## src/hw/rtl/fpt_pkg.sv

```systemverilog
// Shared types and constants of the frame pacing timer.
package fpt_pkg;

    localparam int TIME_W  = 32;
    localparam int MS_W    = 16;
    localparam int RATE_W  = 24;
    localparam int NUM_W   = 34;
    localparam int DIFF_W  = 17;
    localparam int CNT_W   = 5;
    localparam int DIV_STEPS = 34;
    localparam int DCNT_W  = 6;

    localparam logic [CNT_W-1:0]  SER_LAST    = 5'd31;
    localparam logic [CNT_W-1:0]  DIFF_LAST   = 5'd16;
    localparam logic [RATE_W-1:0] RATE_MAX    = 24'hFFFFFF;
    localparam logic [17:0]       MS_PER_S_Q8 = 18'd256000;

    localparam logic [MS_W-1:0]   PERIOD_MS_RST   = 16'd16;
    localparam logic [MS_W-1:0]   PERIOD_FRAC_RST = 16'd43690;
    localparam logic [MS_W-1:0]   WINDOW_RST      = 16'd1;
    localparam logic [RATE_W-1:0] NOMINAL_RST     = 24'd15360;

    localparam logic OP_FRAME   = 1'b0;
    localparam logic OP_RESTART = 1'b1;

    typedef enum logic [1:0] {
        CFG_PERIOD_MS   = 2'd0,
        CFG_PERIOD_FRAC = 2'd1,
        CFG_WINDOW      = 2'd2,
        CFG_NOMINAL     = 2'd3
    } t_cfg_idx;

    typedef struct packed {
        logic busy;
        logic done;
    } t_div_stat;

endpackage

```

## src/hw/rtl/fpt_div.sv

```systemverilog
// Serial restoring divider for the measured frame rate, one quotient bit per cycle.
module fpt_div
    import fpt_pkg::*;
(
    input  logic              i_clk,
    input  logic              i_rst_n,
    input  logic              i_start,
    input  logic [NUM_W-1:0]  i_numer,
    input  logic [TIME_W-1:0] i_denom,
    output t_div_stat         o_stat,
    output logic [RATE_W-1:0] o_quot
);

    logic              r_busy;
    logic              r_done;
    logic [DCNT_W-1:0] r_cnt;
    logic [TIME_W-1:0] r_rem;
    logic [TIME_W-1:0] r_den;
    logic [NUM_W-1:0]  r_num;
    logic [RATE_W-1:0] r_q;
    logic              r_ovf;

    logic [TIME_W:0]   rem_sh;
    logic [TIME_W:0]   rem_sub;
    logic              q_bit;

    always_comb begin
        rem_sh  = {r_rem, r_num[NUM_W-1]};
        rem_sub = rem_sh - {1'b0, r_den};
        q_bit   = (rem_sh >= {1'b0, r_den});
    end

    always_ff @(posedge i_clk) begin
        if (!i_rst_n) begin
            r_busy <= 1'b0;
            r_done <= 1'b0;
            r_cnt  <= '0;
        end else begin
            r_done <= 1'b0;
            if (i_start) begin
                r_busy <= 1'b1;
                r_cnt  <= '0;
            end else if (r_busy) begin
                r_cnt <= r_cnt + 1'b1;
                if (r_cnt == DCNT_W'(DIV_STEPS - 1)) begin
                    r_busy <= 1'b0;
                    r_done <= 1'b1;
                end
            end
        end
    end

    always_ff @(posedge i_clk) begin
        if (i_start) begin
            r_rem <= '0;
            r_den <= i_denom;
            r_num <= i_numer;
            r_q   <= '0;
            r_ovf <= 1'b0;
        end else if (r_busy) begin
            r_rem <= q_bit ? rem_sub[TIME_W-1:0] : rem_sh[TIME_W-1:0];
            r_num <= {r_num[NUM_W-2:0], 1'b0};
            r_q   <= {r_q[RATE_W-2:0], q_bit};
            r_ovf <= r_ovf | r_q[RATE_W-1];
        end
    end

    assign o_stat.busy = r_busy;
    assign o_stat.done = r_done;
    assign o_quot      = r_ovf ? RATE_MAX : r_q;

endmodule

```

## src/hw/rtl/frame_pacing_timer.sv

```systemverilog
// Frame pacing timer: bit-serial wait computation and windowed frame rate measurement.
//
// Input channel (i_in_valid / o_in_ready) takes one request: i_op and i_now_ms.
// Output channel (o_out_valid / i_out_ready) returns one result per request:
// o_delay_ms, o_measured_fps_q8 and o_window_done.
// Configuration is written through i_cfg_we, i_cfg_idx and i_cfg_data; the user must
// write it only while idle, which the block itself does not enforce. A write of the
// period clears the fractional accumulator.
// A restart or the first frame event goes straight to the output stage. Any other
// frame event runs two bit-serial passes (elapsed time and wait, then time sum and
// next start time); when it closes a window with a nonzero time sum, the serial
// divider then computes the rate. One request is worked on at a time, and the next
// is taken after its result has been issued to the output register.
// A finished result waits in the output register while a new request is taken.
// When the receiver stalls, the result holds and the block stops before
// delivering the next one.
// Reset restores the register defaults, clears the timing state and loads the
// reported rate from the nominal rate.
module frame_pacing_timer
    import fpt_pkg::*;
#(
    parameter int FRAC_BITS = 16
)
(
    input  logic              i_clk,
    input  logic              i_rst_n,
    input  logic              i_in_valid,
    output logic              o_in_ready,
    input  logic              i_op,
    input  logic [TIME_W-1:0] i_now_ms,
    output logic              o_out_valid,
    input  logic              i_out_ready,
    output logic [MS_W-1:0]   o_delay_ms,
    output logic [RATE_W-1:0] o_measured_fps_q8,
    output logic              o_window_done,
    input  logic              i_cfg_we,
    input  logic [1:0]        i_cfg_idx,
    input  logic [RATE_W-1:0] i_cfg_data
);

    localparam int SHL = (FRAC_BITS >= 16) ? FRAC_BITS - 16 : 0;
    localparam int SHR = (FRAC_BITS < 16) ? 16 - FRAC_BITS : 0;

    typedef enum logic [2:0] {
        ST_IDLE, ST_PASS1, ST_PASS2, ST_MUL, ST_DSTART, ST_DWAIT, ST_EMIT
    } t_state;

    t_state             r_state;
    logic [CNT_W-1:0]   r_cnt;

    logic [MS_W-1:0]    r_period_ms;
    logic [MS_W-1:0]    r_period_frac;
    logic [MS_W-1:0]    r_window;
    logic [RATE_W-1:0]  r_nominal;

    logic               r_first;
    logic [TIME_W-1:0]  r_last;
    logic [FRAC_BITS-1:0] r_acc;
    logic [MS_W-1:0]    r_fc;
    logic [TIME_W-1:0]  r_tt;
    logic [RATE_W-1:0]  r_rate;
    logic               r_out_valid;

    logic [TIME_W-1:0]  r_sh_now;
    logic [TIME_W-1:0]  r_sh_el;
    logic [DIFF_W-1:0]  r_sh_p;
    logic [DIFF_W-1:0]  r_diff;
    logic [MS_W-1:0]    r_sh_d;
    logic               r_b1;
    logic               r_b2;
    logic [1:0]         r_c3;
    logic               r_cl;
    logic [MS_W-1:0]    r_delay;
    logic               r_done;
    logic [MS_W-1:0]    r_fc_next;
    logic [NUM_W-1:0]   r_numer;
    logic [TIME_W-1:0]  r_den;
    logic [MS_W-1:0]    r_out_delay;
    logic [RATE_W-1:0]  r_out_rate;
    logic               r_out_done;

    logic               accept;
    logic               emit_go;
    t_cfg_idx           cfg_idx;
    logic [FRAC_BITS-1:0] frac_step;
    logic [FRAC_BITS:0] frac_sum;
    logic [DIFF_W-1:0]  period_full;
    logic               e_bit;
    logic               b1_n;
    logic               d_bit;
    logic               b2_n;
    logic [MS_W-1:0]    delay_calc;
    logic [2:0]         sum3;
    logic [1:0]         sum_l;
    logic [TIME_W-1:0]  tt_sh;
    logic [TIME_W-1:0]  tt_new;
    logic [MS_W-1:0]    win;
    logic               win_close;
    logic               div_start;
    t_div_stat          div_stat;
    logic [RATE_W-1:0]  div_quot;

    assign accept    = i_in_valid && o_in_ready;
    assign emit_go   = (r_state == ST_EMIT) && (!r_out_valid || i_out_ready);
    assign cfg_idx   = t_cfg_idx'(i_cfg_idx);
    assign div_start = (r_state == ST_DSTART);

    always_comb begin
        frac_step = FRAC_BITS'(({{FRAC_BITS{1'b0}}, r_period_frac} << SHL) >> SHR);
        frac_sum  = {1'b0, r_acc} + {1'b0, frac_step};
        period_full = {1'b0, r_period_ms} + DIFF_W'(frac_sum[FRAC_BITS]);

        e_bit = r_sh_now[0] ^ r_last[0] ^ r_b1;
        b1_n  = (~r_sh_now[0] & r_last[0]) | (~(r_sh_now[0] ^ r_last[0]) & r_b1);
        d_bit = r_sh_p[0] ^ e_bit ^ r_b2;
        b2_n  = (~r_sh_p[0] & e_bit) | (~(r_sh_p[0] ^ e_bit) & r_b2);

        if (b2_n) begin
            delay_calc = '0;
        end else if (r_diff[DIFF_W-1]) begin
            delay_calc = '1;
        end else begin
            delay_calc = r_diff[MS_W-1:0];
        end

        sum3   = {2'b0, r_tt[0]} + {2'b0, r_sh_el[0]} + {2'b0, r_sh_d[0]} + {1'b0, r_c3};
        sum_l  = {1'b0, r_sh_now[0]} + {1'b0, r_sh_d[0]} + {1'b0, r_cl};
        tt_sh  = {sum3[0], r_tt[TIME_W-1:1]};
        tt_new = (sum3[2:1] != 2'd0) ? '1 : tt_sh;

        win       = (r_window == '0) ? WINDOW_RST : r_window;
        win_close = (r_fc_next >= win);
    end

    always_ff @(posedge i_clk) begin
        if (!i_rst_n) begin
            r_state       <= ST_IDLE;
            r_cnt         <= '0;
            r_period_ms   <= PERIOD_MS_RST;
            r_period_frac <= PERIOD_FRAC_RST;
            r_window      <= WINDOW_RST;
            r_nominal     <= NOMINAL_RST;
            r_first       <= 1'b1;
            r_last        <= '0;
            r_acc         <= '0;
            r_fc          <= '0;
            r_tt          <= '0;
            r_rate        <= NOMINAL_RST;
            r_out_valid   <= 1'b0;
        end else begin
            if (r_out_valid && i_out_ready) begin
                r_out_valid <= 1'b0;
            end
            if (i_cfg_we) begin
                unique case (cfg_idx)
                    CFG_PERIOD_MS: begin
                        r_period_ms <= i_cfg_data[MS_W-1:0];
                        r_acc       <= '0;
                    end
                    CFG_PERIOD_FRAC: begin
                        r_period_frac <= i_cfg_data[MS_W-1:0];
                        r_acc         <= '0;
                    end
                    CFG_WINDOW:  r_window  <= i_cfg_data[MS_W-1:0];
                    CFG_NOMINAL: r_nominal <= i_cfg_data;
                endcase
            end
            unique case (r_state)
                ST_IDLE: begin
                    if (accept) begin
                        r_cnt <= '0;
                        priority if (i_op == OP_RESTART) begin
                            r_first <= 1'b1;
                            r_acc   <= '0;
                            r_fc    <= '0;
                            r_tt    <= '0;
                            r_rate  <= r_nominal;
                            r_last  <= i_now_ms;
                            r_state <= ST_EMIT;
                        end else if (r_first) begin
                            r_first <= 1'b0;
                            r_last  <= i_now_ms;
                            r_state <= ST_EMIT;
                        end else begin
                            r_acc   <= frac_sum[FRAC_BITS-1:0];
                            r_state <= ST_PASS1;
                        end
                    end
                end
                ST_PASS1: begin
                    r_last <= {1'b0, r_last[TIME_W-1:1]};
                    r_cnt  <= r_cnt + 1'b1;
                    if (r_cnt == SER_LAST) begin
                        r_state <= ST_PASS2;
                    end
                end
                ST_PASS2: begin
                    r_last <= {sum_l[0], r_last[TIME_W-1:1]};
                    r_tt   <= tt_sh;
                    r_cnt  <= r_cnt + 1'b1;
                    if (r_cnt == SER_LAST) begin
                        if (win_close) begin
                            r_fc <= '0;
                            r_tt <= '0;
                            if (tt_new == '0) begin
                                r_rate  <= RATE_MAX;
                                r_state <= ST_EMIT;
                            end else begin
                                r_state <= ST_MUL;
                            end
                        end else begin
                            r_fc    <= r_fc_next;
                            r_tt    <= tt_new;
                            r_state <= ST_EMIT;
                        end
                    end
                end
                ST_MUL:    r_state <= ST_DSTART;
                ST_DSTART: r_state <= ST_DWAIT;
                ST_DWAIT: begin
                    if (div_stat.done) begin
                        r_rate  <= div_quot;
                        r_state <= ST_EMIT;
                    end
                end
                ST_EMIT: begin
                    if (emit_go) begin
                        r_out_valid <= 1'b1;
                        r_state     <= ST_IDLE;
                    end
                end
                default: r_state <= ST_IDLE;
            endcase
        end
    end

    always_ff @(posedge i_clk) begin
        if (accept) begin
            r_sh_now  <= i_now_ms;
            r_sh_p    <= period_full;
            r_b1      <= 1'b0;
            r_b2      <= 1'b0;
            r_delay   <= '0;
            r_done    <= 1'b0;
            r_fc_next <= r_fc + 1'b1;
        end
        if (r_state == ST_PASS1) begin
            r_sh_now <= {r_sh_now[0], r_sh_now[TIME_W-1:1]};
            r_sh_el  <= {e_bit, r_sh_el[TIME_W-1:1]};
            r_sh_p   <= {1'b0, r_sh_p[DIFF_W-1:1]};
            r_b1     <= b1_n;
            r_b2     <= b2_n;
            if (r_cnt <= DIFF_LAST) begin
                r_diff <= {d_bit, r_diff[DIFF_W-1:1]};
            end
            if (r_cnt == SER_LAST) begin
                r_delay <= delay_calc;
                r_sh_d  <= delay_calc;
                r_c3    <= 2'd0;
                r_cl    <= 1'b0;
            end
        end
        if (r_state == ST_PASS2) begin
            r_sh_now <= {r_sh_now[0], r_sh_now[TIME_W-1:1]};
            r_sh_el  <= {1'b0, r_sh_el[TIME_W-1:1]};
            r_sh_d   <= {1'b0, r_sh_d[MS_W-1:1]};
            r_c3     <= sum3[2:1];
            r_cl     <= sum_l[1];
            if (r_cnt == SER_LAST) begin
                r_den  <= tt_new;
                r_done <= win_close;
            end
        end
        if (r_state == ST_MUL) begin
            r_numer <= {16'b0, MS_PER_S_Q8} * {18'b0, r_fc_next};
        end
        if (emit_go) begin
            r_out_delay <= r_delay;
            r_out_rate  <= r_rate;
            r_out_done  <= r_done;
        end
    end

    fpt_div u_div (
        .i_clk   (i_clk),
        .i_rst_n (i_rst_n),
        .i_start (div_start),
        .i_numer (r_numer),
        .i_denom (r_den),
        .o_stat  (div_stat),
        .o_quot  (div_quot)
    );

    assign o_in_ready        = (r_state == ST_IDLE);
    assign o_out_valid       = r_out_valid;
    assign o_delay_ms        = r_out_delay;
    assign o_measured_fps_q8 = r_out_rate;
    assign o_window_done     = r_out_done;

endmodule

```

## config.mk

```make
export PLATFORM = sky130hd
export DESIGN_NAME = frame_pacing_timer
export DESIGN_NICKNAME = d
export VERILOG_FILES = /design/src/hw/rtl/fpt_pkg.sv /design/src/hw/rtl/fpt_div.sv /design/src/hw/rtl/frame_pacing_timer.sv
export SDC_FILE = /design/constraint.sdc
export NUM_CORES = 1
export LEC_CHECK = 0
export ABC_AREA = 0
export BUFFER_PORTS_ARGS = -buffer_cell sky130_fd_sc_hd__buf_4
export CAP_MARGIN = 20
export CORE_MARGIN = 2
export CORE_UTILIZATION = 35
export DETAILED_ROUTE_END_ITERATION = 10
export PLACE_DENSITY = 0.57
export SLEW_MARGIN = 20
export SYNTH_ARGS = -nofsm -noshare
export SYNTH_HDL_FRONTEND = slang
export SYNTH_SLANG_ARGS = --single-unit
```

## constraint.sdc

```tcl
create_clock -name i_clk -period 6.1 [get_ports i_clk]
set_input_delay 0.305 -clock i_clk [delete_from_list [all_inputs] [get_ports i_clk]]
set_output_delay 0.305 -clock i_clk [all_outputs]
set_load 0.1 [all_outputs]
```

Yosys cells after proc, flatten, opt, wreduce, memory -nomap -nowiden. Index checks and enable logic that the tools add are counted.

Logic and storage cells: 212. Flip-flop bits (word level): 580. Output and inout port bits: 43. Input port bits: 64.

Reductions and logical operators: 38. Add/sub/neg operators: 11. Multipliers: 1. $lt $le $gt $ge: 3. Eq/ne operators: 20. Bitwise logic cells: 17. Muxes and demuxes: 80.

Operators with widths (count): $mux 32 (12); $mux 16 (18); $mux 24 (7); $pmux 32 s3 (1); $pmux 24 s3 (1); $mux 34 (2); $pmux 32 s2 (1); $mux 31 (2); $mux 15 (3); $ge 33x32->1 (1); $logic_not 32->1 (1); $pmux 16 s2 (1); $sub 32x32->32 (1); $mux 3 (9); $mul 7x16->23 const A (1); $pmux 3 s7 (1); $reduce_and 2->1 (10); $add 16x1->17 (1); $add 16x16->17 (1); $mux 1 (17); $add 16x1->16 const B (1); $ge 16x16->1 (1); $logic_not 16->1 (1); $reduce_bool 2->1 (7); other kinds (36) (69).

Depth between registers and ports, before layout.
Depth after elaboration: 10. Depth in mapped cells: 18. Depth with buffers taken out: 18.

Hierarchy. Synthesis repeated with hierarchy kept, for this count alone.

Cells, all modules: 2755. Area, all modules: 28195.8 sq um.

By module, submodules not included: frame_pacing_timer (times used 1, cells an instance 2022, seq. area each 11290.8 sq um, area an instance 20995.1 sq um); fpt_div (times used 1, cells an instance 733, seq. area each 3283.1 sq um, area an instance 7200.7 sq um).

Worst setup path before layout. Ideal clock, no wire load.

Kind: reg2reg. From: reg r_state[0]. To: reg r_sh_now[0] (enable). Data required time: 5.713 ns. Library setup time: 0.387 ns. Stages on the path, launching flop included: 7. Path slack: 1.191 ns. Path buffers: 1. Arrival time: 4.522 ns. Clock period less this slack: 4.909 ns. Path through: dfxtp_1 -> clkbuf_1 -> nor3_1 -> nand2_1 -> clkinv_1 -> nor2_1 -> inv_1.

Cells in the longest elaborated chain, start to end: 3. Elaborated cells on any way between the ends: 5. Those cells by class: eq/ne: 2; reduce/logical: 3.

RTL lines: start, declared (RTL line frame_pacing_timer.sv:48) `t_state r_state;`; start signal, assigned (RTL line frame_pacing_timer.sv:137) `r_state <= ST_IDLE;`; start signal, assigned (RTL line frame_pacing_timer.sv:179) `r_state <= ST_EMIT;`; start signal, assigned (RTL line frame_pacing_timer.sv:183) `r_state <= ST_EMIT;`; $logic_not 3->1 (RTL line frame_pacing_timer.sv:294) `assign o_in_ready = (r_state == ST_IDLE);`; net o_in_ready (RTL line frame_pacing_timer.sv:28) `output logic o_in_ready,`; $logic_and 1x1->1 (RTL line frame_pacing_timer.sv:103) `assign accept = i_in_valid && o_in_ready;`; net accept (RTL line frame_pacing_timer.sv:82) `logic accept;`; $reduce_bool 3->1 (no line); end signal, assigned (RTL line frame_pacing_timer.sv:239) `r_sh_now <= i_now_ms;`; end signal, assigned (RTL line frame_pacing_timer.sv:248) `r_sh_now <= {r_sh_now[0], r_sh_now[TIME_W-1:1]};`; end signal, assigned (RTL line frame_pacing_timer.sv:264) `r_sh_now <= {r_sh_now[0], r_sh_now[TIME_W-1:1]};`; end, declared (RTL line frame_pacing_timer.sv:64) `logic [TIME_W-1:0] r_sh_now;`.

The timed path passes the listed nets, and every way through them passes these cells. A chain may end at the register's enable or synchronous reset.

Worst setup path after layout.
From: reg r_fc_next[7]. To: reg r_numer[33], data pin.

Cells in the longest elaborated chain, start to end: 1.

RTL lines: start, declared (RTL line frame_pacing_timer.sv:75) `logic [MS_W-1:0] r_fc_next;`; start signal, assigned (RTL line frame_pacing_timer.sv:245) `r_fc_next <= r_fc + 1'b1;`; $mul 7x16->23 (RTL line frame_pacing_timer.sv:275) `r_numer <= {16'b0, MS_PER_S_Q8} * {18'b0, r_fc_next};`; end signal, assigned (RTL line frame_pacing_timer.sv:275); end, declared (RTL line frame_pacing_timer.sv:76) `logic [NUM_W-1:0] r_numer;`.

Every way passes these cells.

==> results.toml <==
[outcome]
status = "completed"

[sta]
setup_violations = 0
rsz0062_at_grt = "no"
finalHoldViolations = 0
hold_slack_ns = 0.02156
worst_slack_ns = 1.079
max_freq_mhz = 199.2
maxSlewViolCount = 0
fin_crit_ns = 5.021
min_period_over_period_pct = 82.31
relSlewSlack_pct = 28.75
finalSetupTns_ns = 0
skew_ns = 0.02101
worst_pin_slew_ns = 1.069

[global_route]
antenna_found_initial = 0
grt_pass1_vias = 19050
grt_max_degree = 90
grt_usage_pct = 15.68
grt_pass1_wl_um = 101300
overflow = 0

[run]
cap_violations = 0

[worst_hold_path]
hp-class = "in -> reg"
holdPathStages = 3
hold_end = "r_nominal[13]"
min-delay-start = "i_cfg_data[13]"

[critical_path]
worstPathRequired_ns = 6.48
path_max_fanout = 5
startpoint_type = "flop"
critical_path_class = "reg -> reg"
reg2reg_from = "r_fc_next[7]"
end_kind = "flop"
critPathArrivalTime_ns = 5.40
r2r_end = "r_numer[33]"
reg2reg_slack_ns = 1.08
rr_worst_depth = 16

[yosys]
yosys.area.top_type = "edfxtp_1"
synth_edf_count = 283
synth.top_cell.area_share_pct = 31.34
synthTopCellsByArea = "edfxtp_1 31%, dfxtp_1 21%, nand2_1 6.9%"
ys_ff_latch = 570
synthArstFlopShare_pct = 0
avgSynthCellArea_sq_um = 10.26
syn_area_sq_um = 27120
yosysUniqueCellTypes = 84
yosysWarnings = 0
ys_seq_area_share_pct = 52.52
syn_nets = 2893
synth_ff_type = "dfxtp_1"
syn_inst = 2642

[clocking]
clk_latency_ns = 0.63
cts-root-buf = "clkbuf_16"
cts_buffers = 57
clock-sinks = 570
post_cts_buffers = 0
cts_tree = "built"
clockBufferDepth = 3
htreeDepth = 2
path_clk_slew_ns = 0.07

[cells_and_area]
final_cell_mix = "501 x nand2_1, 286 x dfxtp_1, 283 x edfxtp_1"
syn2layout_area_growth_pct = 16.33
final_cell_area_sq_um = 31550
fill_cells = 7361
nets = 3001
drive_above_1_share_pct = 9.146
insertedDiodeCount = 0
utilization_pct = 40.92
stdcell_count = 3839
mostFrequentLayoutCell = "nand2_1"

[place]
dp_slack_ns = 1.055
dp_cells = 3677
place_congestion = 0.8358
placed_area_sq_um = 28870
io_buffers = 106
hpwl_um = 42980

[floorplanning]
die_area_sq_um = 79720
start_util_pct = 35.18
num_io_pins = 107
die_w_um = 282.4
coreArea_sq_um = 77080
die_h_um = 282.4
rows = 102

[power_and_ir_drop]
power.leakage_nw = 12.64
power_density_nw_per_um2 = 640.3
finalPower_mw = 20.20
ir_worst_vdd_mv = 0.5317

[route]
route.detailed.wl_per_inst_um = 16.30
ant_nets = 0
vias = 19100
wirelength_um = 62580
drcViolationCount = 0
via_per_inst = 4.974
drtIter0Drc = 1184
drt_pre_antenna_iters = 5
-- worst max-delay path by stage --
| stage | from | to | slack (ns) |
|---|---|---|---|
| after global routing | r_fc_next[7] | r_numer[33] | 0.80 |
| after floorplan | r_state[0] | r_sh_now[0] | 1.19 |
| after global placement | r_fc_next[6] | r_numer[33] | 1.13 |
| after CTS | r_fc_next[6] | r_numer[33] | 1.05 |
| after detailed placement | r_fc_next[6] | r_numer[33] | 1.05 |
| final | r_fc_next[7] | r_numer[33] | 1.08 |
-- Yosys cell counts (5+ instances only) --
master	count
o211a_1	33
inv_1	161
nand2_1	501
nor4_1	13
o221ai_1	20
nand4_1	20
buf_4	5
a31oi_1	11
nor2_1	112
o22ai_1	6
a21boi_0	78
o21a_1	17
nor2b_1	14
a22o_1	24
dfxtp_1	287
and2_1	10
nand3_1	89
or3_1	40
a21oi_1	118
o211ai_1	8
nand2b_1	27
a21o_1	24
mux2i_1	44
o21bai_1	9
xor2_1	29
edfxtp_1	283
ha_1	126
nor3_1	36
o21ai_0	152
buf_2	11
and3_1	22
xnor2_1	52
fa_1	61
a211oi_1	8
clkbuf_1	107
-- layout make-up --
type                       instances  area [sq um]  share of cell area [%]
tap                             1040          1301                   4.125
timing repair buffer             178          1484                   4.704
inverter                         163         613.1                   1.943
clock inverter                    35         541.8                   1.717
sequential                       570         14250                   45.16
multi-input combinational       1780         11770                   37.31
clock buffer                      73          1590                   5.041
-- flip-flops by register name, indices dropped and copies added (netlist names), 17 cells and up --
signal,count
r_den,32
r_last,32
r_sh_el,32
r_sh_now,32
r_tt,32
u_div.r_den,32
u_div.r_rem,32
o_measured_fps_q8,24
r_nominal,24
r_rate,24
u_div.r_q,24
r_numer,23
u_div.r_num,23
r_diff,17
r_sh_p,17
-- power breakdown --
| group | total [mW] | internal [mW] | switching, mW |
|---|---|---|---|
| Sequential | 6.34 | 5.74 | 0.605 |
| Clock | 3.93 | 2.37 | 1.57 |
| Combinational | 9.93 | 4.00 | 5.92 |
-- worst max-delay path, cell delays in order (launching register included) --
cell and delay [ns]:
edfxtp_1 0.47, inv_1 0.26, fa_1 0.50, fa_1 0.55, fa_1 0.45, fa_1 0.52, inv_1 0.04, ha_1 0.36
a21o_1 0.19, a21o_1 0.20, a21o_1 0.19, a311oi_1 0.24, nor2_1 0.11, o41ai_2 0.32, o21bai_1 0.10, a21oi_1 0.18
xnor2_1 0.08
-- cell families after synthesis --
kind of cell | synth area share, %
AND/OR/NAND/NOR | 14.96
flip-flops | 52.52
AO/OA/AOI/OAI | 13.74
buffers and inverters | 4.217
adder cells (fa/ha/maj) | 10.32
XOR/XNOR | 2.616
multiplexers | 1.624
-- timing repair --
item	CTS	global route
hold buffers	54	0
hold endpoints to repair	98	0
gates resized for setup	0	0
-- per-layer routing --
layer	wire length [um]	up-vias	global-route usage, %
li1	-	9472	-
met1	29370	9161	20.96
met2	28950	358	25.87
met3	2779	105	2.907
met4	1492	0	4.572
met5	0	-	0
Note: power is estimated with default switching activity, not from simulation.
